`src/itfr_pkg.sv`:
```
// Shared types and constants for the idle-timeout frame receiver.
package itfr_pkg;

    localparam int unsigned LEN_W = 7;

    // Command codes as they arrive on the input item.
    typedef enum logic [2:0] {
        CMD_RX_BYTE  = 3'd0,
        CMD_MS_TICK  = 3'd1,
        CMD_SCAN     = 3'd2,
        CMD_OVERRUN  = 3'd3,
        CMD_READ     = 3'd4
    } t_cmd;

    // Result status codes.
    localparam logic [1:0] ST_BYTE      = 2'd0;
    localparam logic [1:0] ST_NOT_READY = 2'd1;
    localparam logic [1:0] ST_TX_BUSY   = 2'd2;

    // Register index of the gap timeout.
    localparam logic REG_CHAR_TIMEOUT = 1'b0;

    typedef struct packed {
        logic [2:0] command;
        logic [7:0] rx_byte;
        logic       tx_busy;
    } t_in_item;

    typedef struct packed {
        logic [1:0]       status;
        logic [7:0]       data_byte;
        logic [LEN_W-1:0] frame_length;
        logic             last;
    } t_out_item;

    // One classified command as it waits in the queue.
    typedef struct packed {
        t_cmd       op;
        logic [7:0] rx_byte;
        logic       tx_busy;
    } t_op_entry;

endpackage

```
`src/itfr_front.sv`:
```
// Command classifier and two-entry command queue.
module itfr_front
    import itfr_pkg::*;
(
    input  logic      i_clk,
    input  logic      i_rst_n,
    input  logic      i_start,
    input  t_in_item  i_item,
    output logic      o_busy,
    input  logic      i_pop,
    output logic      o_head_vld,
    output t_op_entry o_head
);

    t_op_entry   r_q [0:1];
    logic        r_wr_ptr;
    logic        r_rd_ptr;
    logic [1:0]  r_fill;
    logic        w_known;
    logic        w_push;
    t_op_entry   w_entry;

    // Unused command codes are taken and dropped here.
    always_comb begin
        w_known = 1'b1;
        w_entry.op      = CMD_RX_BYTE;
        w_entry.rx_byte = i_item.rx_byte;
        w_entry.tx_busy = i_item.tx_busy;
        unique case (i_item.command)
            CMD_RX_BYTE: w_entry.op = CMD_RX_BYTE;
            CMD_MS_TICK: w_entry.op = CMD_MS_TICK;
            CMD_SCAN:    w_entry.op = CMD_SCAN;
            CMD_OVERRUN: w_entry.op = CMD_OVERRUN;
            CMD_READ:    w_entry.op = CMD_READ;
            default:     w_known = 1'b0;
        endcase
    end

    assign o_busy     = (r_fill == 2'd2);
    assign w_push     = i_start && !o_busy && w_known;
    assign o_head_vld = (r_fill != 2'd0);
    assign o_head     = r_q[r_rd_ptr];

    always_ff @(posedge i_clk) begin
        if (w_push) begin
            r_q[r_wr_ptr] <= w_entry;
        end
    end

    always_ff @(posedge i_clk) begin
        if (!i_rst_n) begin
            r_wr_ptr <= 1'b0;
            r_rd_ptr <= 1'b0;
            r_fill   <= 2'd0;
        end else begin
            if (w_push) begin
                r_wr_ptr <= ~r_wr_ptr;
            end
            if (i_pop) begin
                r_rd_ptr <= ~r_rd_ptr;
            end
            if (w_push && !i_pop) begin
                r_fill <= r_fill + 2'd1;
            end else if (i_pop && !w_push) begin
                r_fill <= r_fill - 2'd1;
            end
        end
    end

endmodule

```
`src/itfr_back.sv`:
```
// Receiver state, frame store and read sequencer.
module itfr_back
    import itfr_pkg::*;
#(
    parameter int unsigned FRAME_CAPACITY = 64
) (
    input  logic       i_clk,
    input  logic       i_rst_n,
    input  logic [7:0] i_char_timeout,
    input  logic       i_head_vld,
    input  t_op_entry  i_head,
    output logic       o_pop,
    output logic       o_strobe,
    output t_out_item  o_result
);

    localparam int unsigned IDX_W = (FRAME_CAPACITY > 1) ? $clog2(FRAME_CAPACITY) : 1;
    localparam logic [LEN_W-1:0] CAP = LEN_W'(FRAME_CAPACITY);

    typedef enum logic [3:0] {
        PH_IDLE     = 4'b0001,
        PH_BUSY     = 4'b0010,
        PH_COMPLETE = 4'b0100,
        PH_READY    = 4'b1000
    } t_rx_phase;

    typedef enum logic [1:0] {
        BK_EXEC = 2'b01,
        BK_WALK = 2'b10
    } t_bk_state;

    t_bk_state        r_bk_state, n_bk_state;
    t_rx_phase        r_phase,    n_phase;
    logic [LEN_W-1:0] r_count,    n_count;
    logic [7:0]       r_gap,      n_gap;
    logic             r_err,      n_err;
    logic [LEN_W-1:0] r_latched,  n_latched;
    logic [LEN_W-1:0] r_rd_cnt,   n_rd_cnt;
    logic [LEN_W-1:0] r_walk_len, n_walk_len;
    logic             r_out_vld,  n_out_vld;
    logic [1:0]       r_out_status, n_out_status;
    logic [LEN_W-1:0] r_out_len,  n_out_len;
    logic             r_out_last, n_out_last;
    logic             r_out_mem,  n_out_mem;
    logic [7:0]       r_store [0:FRAME_CAPACITY-1];
    logic [7:0]       r_mem_q;
    logic             w_we;
    logic [LEN_W-1:0] w_base;
    logic             w_walk_last;

    assign w_walk_last = ((r_rd_cnt + LEN_W'(1)) == r_walk_len);

    always_comb begin
        n_bk_state   = r_bk_state;
        n_phase      = r_phase;
        n_count      = r_count;
        n_gap        = r_gap;
        n_err        = r_err;
        n_latched    = r_latched;
        n_rd_cnt     = r_rd_cnt;
        n_walk_len   = r_walk_len;
        n_out_vld    = 1'b0;
        n_out_status = ST_BYTE;
        n_out_len    = '0;
        n_out_last   = 1'b1;
        n_out_mem    = 1'b0;
        o_pop        = 1'b0;
        w_we         = 1'b0;
        w_base       = (r_phase == PH_IDLE) ? '0 : r_count;
        unique case (r_bk_state)
            BK_EXEC: begin
                if (i_head_vld) begin
                    o_pop = 1'b1;
                    unique case (i_head.op)
                        CMD_RX_BYTE: begin
                            if (r_phase == PH_IDLE || r_phase == PH_BUSY) begin
                                n_phase = PH_BUSY;
                                n_count = w_base;
                                // A full frame still restarts the gap timer.
                                if (w_base < CAP) begin
                                    w_we    = 1'b1;
                                    n_count = w_base + LEN_W'(1);
                                end
                                n_gap = (i_char_timeout == 8'd0) ? 8'd1 : i_char_timeout;
                            end
                        end
                        CMD_MS_TICK: begin
                            if (r_gap != 8'd0) begin
                                n_gap = r_gap - 8'd1;
                                if (r_gap == 8'd1 && r_phase == PH_BUSY) begin
                                    n_phase = PH_COMPLETE;
                                end
                            end
                        end
                        CMD_SCAN: begin
                            if (r_err) begin
                                n_phase = PH_IDLE;
                                n_gap   = 8'd0;
                                n_count = '0;
                                n_err   = 1'b0;
                            end else if (r_phase == PH_COMPLETE) begin
                                n_latched = r_count;
                                n_phase   = PH_READY;
                            end
                        end
                        CMD_OVERRUN: begin
                            n_err = 1'b1;
                        end
                        CMD_READ: begin
                            if (i_head.tx_busy) begin
                                n_out_vld    = 1'b1;
                                n_out_status = ST_TX_BUSY;
                            end else if (r_phase != PH_READY) begin
                                n_out_vld    = 1'b1;
                                n_out_status = ST_NOT_READY;
                            end else begin
                                n_latched = '0;
                                n_phase   = PH_IDLE;
                                if (r_latched == '0) begin
                                    n_out_vld = 1'b1;
                                end else begin
                                    n_walk_len = r_latched;
                                    n_rd_cnt   = '0;
                                    n_bk_state = BK_WALK;
                                end
                            end
                        end
                        default: ;
                    endcase
                end
            end
            BK_WALK: begin
                n_out_vld  = 1'b1;
                n_out_mem  = 1'b1;
                n_out_len  = r_walk_len;
                n_out_last = w_walk_last;
                n_rd_cnt   = r_rd_cnt + LEN_W'(1);
                if (w_walk_last) begin
                    n_bk_state = BK_EXEC;
                end
            end
            default: n_bk_state = BK_EXEC;
        endcase
    end

    always_ff @(posedge i_clk) begin
        if (w_we) begin
            r_store[w_base[IDX_W-1:0]] <= i_head.rx_byte;
        end
        r_mem_q <= r_store[r_rd_cnt[IDX_W-1:0]];
    end

    always_ff @(posedge i_clk) begin
        if (!i_rst_n) begin
            r_bk_state <= BK_EXEC;
            r_phase    <= PH_IDLE;
            r_count    <= '0;
            r_gap      <= 8'd0;
            r_err      <= 1'b0;
            r_latched  <= '0;
            r_rd_cnt   <= '0;
            r_walk_len <= '0;
            r_out_vld  <= 1'b0;
        end else begin
            r_bk_state <= n_bk_state;
            r_phase    <= n_phase;
            r_count    <= n_count;
            r_gap      <= n_gap;
            r_err      <= n_err;
            r_latched  <= n_latched;
            r_rd_cnt   <= n_rd_cnt;
            r_walk_len <= n_walk_len;
            r_out_vld  <= n_out_vld;
        end
    end

    always_ff @(posedge i_clk) begin
        r_out_status <= n_out_status;
        r_out_len    <= n_out_len;
        r_out_last   <= n_out_last;
        r_out_mem    <= n_out_mem;
    end

    assign o_strobe              = r_out_vld;
    assign o_result.status       = r_out_status;
    assign o_result.data_byte    = r_out_mem ? r_mem_q : 8'd0;
    assign o_result.frame_length = r_out_len;
    assign o_result.last         = r_out_last;

`ifndef SYNTHESIS
    a_count_cap: assert property (@(posedge i_clk) disable iff (!i_rst_n)
        r_count <= CAP)
        else $error("byte count beyond capacity");
    a_walk_idle: assert property (@(posedge i_clk) disable iff (!i_rst_n)
        (r_bk_state == BK_WALK) |-> (r_phase == PH_IDLE))
        else $error("receiver left idle during a frame read");
    a_walk_end: assert property (@(posedge i_clk) disable iff (!i_rst_n)
        (r_bk_state == BK_WALK && w_walk_last) |=> (r_bk_state == BK_EXEC && r_out_last))
        else $error("frame read did not end on its last byte");
    a_status_last: assert property (@(posedge i_clk) disable iff (!i_rst_n)
        (r_out_vld && r_out_status != ST_BYTE) |-> (r_out_last && r_out_len == '0))
        else $error("status-only result not marked last");
`endif

endmodule

```
`src/idle_timeout_frame_receiver.sv`:
```
// Top level of the idle-timeout frame receiver with its APB register port.
//
// The block gathers received UART bytes into a frame that ends after a gap
// of receive silence. Commands enter on i_item and are taken at a clock edge
// where start is high and busy is low: rx byte, millisecond tick, scan tick,
// overrun error and read frame. Unused command codes are taken and dropped.
// A front stage classifies each command into a two-entry queue, and a back
// stage executes queued commands one per cycle while it is not walking a
// frame. busy is high only while that queue is full. A read of a ready
// frame walks the frame store, one byte per cycle, and the back stage takes
// no other command until the walk is done.
// Each result is shown on o_result for one cycle, marked by o_strobe, and
// the receiver cannot hold it off. With an empty queue, a status-only result
// passes through the queue register and the back stage's output registers
// before it shows on o_result; a frame read first moves the back stage into
// its walk state, and the frame bytes then follow on every cycle.
// Reset (synchronous, active low) returns the receiver to idle, empties the
// queue and sets the gap timeout register to 5; the frame store is not
// cleared, as a read only reaches bytes written in the current frame.
// The gap timeout lies at byte address 0 of the APB port; pready is always
// high. The user must write it only while idle, as the block has no check.
module idle_timeout_frame_receiver
    import itfr_pkg::*;
#(
    parameter int unsigned FRAME_CAPACITY = 64
) (
    input  logic        i_clk,
    input  logic        i_rst_n,
    input  logic        start,
    output logic        busy,
    input  t_in_item    i_item,
    output logic        o_strobe,
    output t_out_item   o_result,
    input  logic        psel,
    input  logic        penable,
    input  logic        pwrite,
    input  logic [2:0]  paddr,
    input  logic [31:0] pwdata,
    output logic [31:0] prdata,
    output logic        pready
);

    logic [7:0] r_char_timeout;
    logic       w_cfg_wr;
    logic       w_head_vld;
    logic       w_pop;
    t_op_entry  w_head;

    // A write transfer completes in the access cycle; only word 0 is mapped.
    assign pready   = 1'b1;
    assign w_cfg_wr = psel && penable && pwrite && pready && (paddr[2] == REG_CHAR_TIMEOUT);
    assign prdata   = (paddr[2] == REG_CHAR_TIMEOUT) ? {24'd0, r_char_timeout} : 32'd0;

    always_ff @(posedge i_clk) begin
        if (!i_rst_n) begin
            r_char_timeout <= 8'd5;
        end else if (w_cfg_wr) begin
            r_char_timeout <= pwdata[7:0];
        end
    end

    // The front stage decodes commands and buffers them for the back stage.
    itfr_front u_front (
        .i_clk      (i_clk),
        .i_rst_n    (i_rst_n),
        .i_start    (start),
        .i_item     (i_item),
        .o_busy     (busy),
        .i_pop      (w_pop),
        .o_head_vld (w_head_vld),
        .o_head     (w_head)
    );

    // The back stage owns the receiver state and produces every result.
    itfr_back #(
        .FRAME_CAPACITY (FRAME_CAPACITY)
    ) u_back (
        .i_clk          (i_clk),
        .i_rst_n        (i_rst_n),
        .i_char_timeout (r_char_timeout),
        .i_head_vld     (w_head_vld),
        .i_head         (w_head),
        .o_pop          (w_pop),
        .o_strobe       (o_strobe),
        .o_result       (o_result)
    );

endmodule
```
`config.mk`:
```
export PLATFORM = sky130hd
export DESIGN_NAME = idle_timeout_frame_receiver
export DESIGN_NICKNAME = d
export VERILOG_FILES = /design/src/itfr_pkg.sv /design/src/itfr_front.sv /design/src/itfr_back.sv /design/src/idle_timeout_frame_receiver.sv
export SDC_FILE = /design/constraint.sdc
export NUM_CORES = 1
export LEC_CHECK = 0
export BUFFER_PORTS_ARGS = -buffer_cell sky130_fd_sc_hd__buf_2
export CORE_UTILIZATION = 30
export CTS_CLUSTER_DIAMETER = 60
export DETAILED_ROUTE_END_ITERATION = 12
export PLACE_DENSITY_LB_ADDON = 0.25
export SYNTH_ARGS = -nofsm -noshare
export SYNTH_HDL_FRONTEND = slang
export SYNTH_SLANG_ARGS = --single-unit
```
`constraint.sdc`:
```
create_clock -name i_clk -period 5.55 [get_ports i_clk]
set_clock_uncertainty 0.1 [all_clocks]
set_input_delay 0.555 -clock i_clk [delete_from_list [all_inputs] [get_ports i_clk]]
set_output_delay 0.555 -clock i_clk [all_outputs]
set_load 0.02 [all_outputs]
```
==> results.py <==
metrics = {
    "clocking": {
        "tritoncts": "built",
        "cts_hold_buf": 9,
        "cts-root-buf": "clkbuf_16",
        "path_clk_slew_ns": 0.06,
        "h-tree-depth": 2,
        "cts_made_buffers": 60,
        "insertion_delay_ns": 0.63,
        "clk_path_buf_depth": 3,
        "cts_resized": 0,
        "numClockSinks": 612,
        "postCtsSetupBuffers": 0,
    },
    "routing": {
        "wl_per_cell_um": 22.1,
        "ant_nets": 0,
        "viasPerCell": 4.89,
        "drt_pre_antenna_iters": 6,
        "vias": 12600,
        "top_layer_used": "met4",
        "drc": 0,
        "m1WireLength_mm": 24.8,
        "drt_iter0_drc": 759,
        "finalWirelength_mm": 56.8,
        "met2_length_mm": 28.3,
        "dr_wl_met3_mm": 2.49,
    },
    "outcome": {
        "status": "complete, no violations",
    },
    "layout": {
        "diodes": 0,
        "drive_gt1_share_pct": 24.0,
        "fin_nets": 1524,
        "final_util_pct": 34.9,
        "syn_to_final_growth_pct": 14.9,
        "layout_common_cells": "edfxtp_1 (536), mux4_2 (144), nor2_1 (116), dfxtp_1 (72), clkbuf_16 (61)",
        "layout_commonest_cell": "edfxtp_1",
    },
    "worst_setup_path": {
        "cp-end-kind": "register",
        "crit_fanout": 18,
        "worst-setup-path-type": "reg -> reg",
        "critPathRequiredTime_ns": 5.69,
        "critPathArrivalTime_ns": 4.12,
        "worstSetupStartpointType": "register",
    },
    "floorplan": {
        "dieArea_um2": 83000,
        "fp.dieW_um": 288,
        "start_util_pct": 30.4,
        "io_pins": 106,
        "core_um2": 80700,
        "rows": 104,
        "dieHeight_um": 288,
    },
    "placed_design": {
        "dp_worst_setup_slack_ns": 1.56,
        "dpl.hpwl_mm": 34.4,
        "gp_congestion": 0.803,
        "port_buffers": 54,
    },
    "sta": {
        "tightest_slew_ns": 1.08,
        "setup_viol": 0,
        "finalWorstSetupSlack_ns": 1.57,
        "min_period_ns": 3.98,
        "period_share_pct": 71.7,
        "hold-worst-slack_ns": 0.0499,
        "rsz0062_at_grt": "false",
        "hold_viol": 0,
        "setup_tns_ns": 0,
        "max_freq_ghz": 0.251,
        "maxSlewViolCount": 0,
        "timing.slew.headroom_pct": 27.8,
    },
    "synthesis": {
        "synth.avg_cell_area_um2": 17.8,
        "ys_ff_latch": 612,
        "synthArstFlopShare_pct": 0,
        "synth_area_leaders": "edfxtp_1 (66%), mux4_2 (13%), dfxtp_1 (6.2%)",
        "synth_top_area_cell": "edfxtp_1",
        "ys_seq_area_share_pct": 71.8,
        "netlist_area_um2": 24500,
        "ys_warn_count": 0,
        "synth_edf_count": 536,
        "synth_ff_type": "edfxtp_1",
        "synth.distinct_cells": 64,
        "syn_inst": 1376,
        "yosysTopAreaCellShare_pct": 65.6,
    },
    "power": {
        "p_switching_mw": 2.46,
        "p_total_mw": 10.6,
        "p_int_mw": 8.16,
        "p_per_area_nw_per_um2": 377,
        "pwr-share-seq_pct": 50.9,
        "p_leak_nw": 8.82,
        "clkPwrFrac_pct": 41.1,
        "comb_power_share_pct": 8.0,
        "ir_drop_mv": 0.271,
        "swShare_pct": 23.2,
    },
    "grt": {
        "grt_pass1_vias": 12700,
        "grt_max_degree": 69,
        "grt_use_total_pct": 13.8,
        "antenna_found_initial": 0,
        "grt_overflow": 0,
        "grt_pass1_wl_mm": 84.4,
    },
    "min_path": {
        "min_path_type": "in -> reg",
        "hold_start": "pwdata[0]",
    },
    "flow_run": {
        "max_cap_violations": 0,
    },
}
[path summary, 6_finish.rpt]
path	to	slack, ns	cells after the start
setup / recovery	u_back.r_store[59][5]	1.57	5
hold / removal	r_char_timeout[0]	0.05	3
setup reg to reg	u_back.r_store[59][5]	1.57	5
hold reg to reg	u_back.r_gap[6]	0.39	2
[kinds of logic after synthesis]
group	Yosys count	synth area share (%)
DFF	612	71.8
and+or+nand+nor	309	6.20
other	2	0.0306
adders and majority gates	8	0.408
xor gates and xnor gates	12	0.428
muxes	178	14.7
buffers and inverters	105	2.35
AOI/OAI and AO/OA	150	4.09
[routing by layer]
metal,vias to the layer above,track usage [%]
met1,6592,18.3
met2,269,23.4
met5,-,0
met4,0,3.78
li1,5635,-
met3,79,2.33
[per-stage QoR]
step / cell area (µm²) / cells
finish: 28200 / 2574
global route: 28200 / 2574
CTS: 28200 / 2574
detailed placement: 26000 / 2452
global placement: 26000 / 2452
floorplan: 24600 / 1399
[critical path, stage by stage (launching register included)]
cell,delay [ns]
dfxtp_1,0.82
nor3b_1,0.40
nor2_1,0.17
nor4_4,0.41
nand3_1,0.73
nor2_1,0.95
[cell usage after synthesis (12+ instances only)]
cell type,count
edfxtp_1,536
mux4_2,144
nor2_1,116
dfxtp_1,76
nand2_1,57
o21ai_0,39
buf_4,33
clkbuf_1,30
a21oi_1,29
nor2b_1,25
buf_2,22
nand3_1,21
nor3_1,20
o22ai_1,20
and2_1,19
mux2_2,18
mux2i_1,15
a211oi_1,12
[flip-flops by register name, summed over array words and instances, names as in the netlist, 2 cells and up, named ones only]
| signal | count |
|---|---|
| u_back.r_store | 512 |
| u_front.r_q | 24 |
| r_char_timeout | 8 |
| u_back.r_gap | 8 |
| u_back.r_mem_q | 8 |
| u_back.r_count | 7 |
| u_back.r_latched | 7 |
| u_back.r_out_len | 7 |
| u_back.r_rd_cnt | 7 |
| u_back.r_walk_len | 7 |
| u_back.r_phase | 4 |
| u_back.r_bk_state | 2 |
| u_back.r_out_status | 2 |
| u_front.r_fill | 2 |
[power by group through the flow]
stage                     Combinational (mW)  Sequential [mW]  Clock [mW]
after floorplan                        0.557             5.47           0
after global placement                 0.841             5.50           0
after detailed placement               0.865             5.51           0
after CTS                              0.872             5.41        4.47
after global routing                   0.939             5.42        4.63
final                                  0.847             5.41        4.37
[layout make-up]
cell class                 instances  area (µm²)
fill                            7594       52500
sequential                       612       17600
multi-input combinational        682        6440
clock buffer                      71        1590
tap                             1060        1330
timing repair buffer              96         633
clock inverter                    42         542
inverter                          11        41.3
No activity file was read; power rests on OpenSTA's default activity.
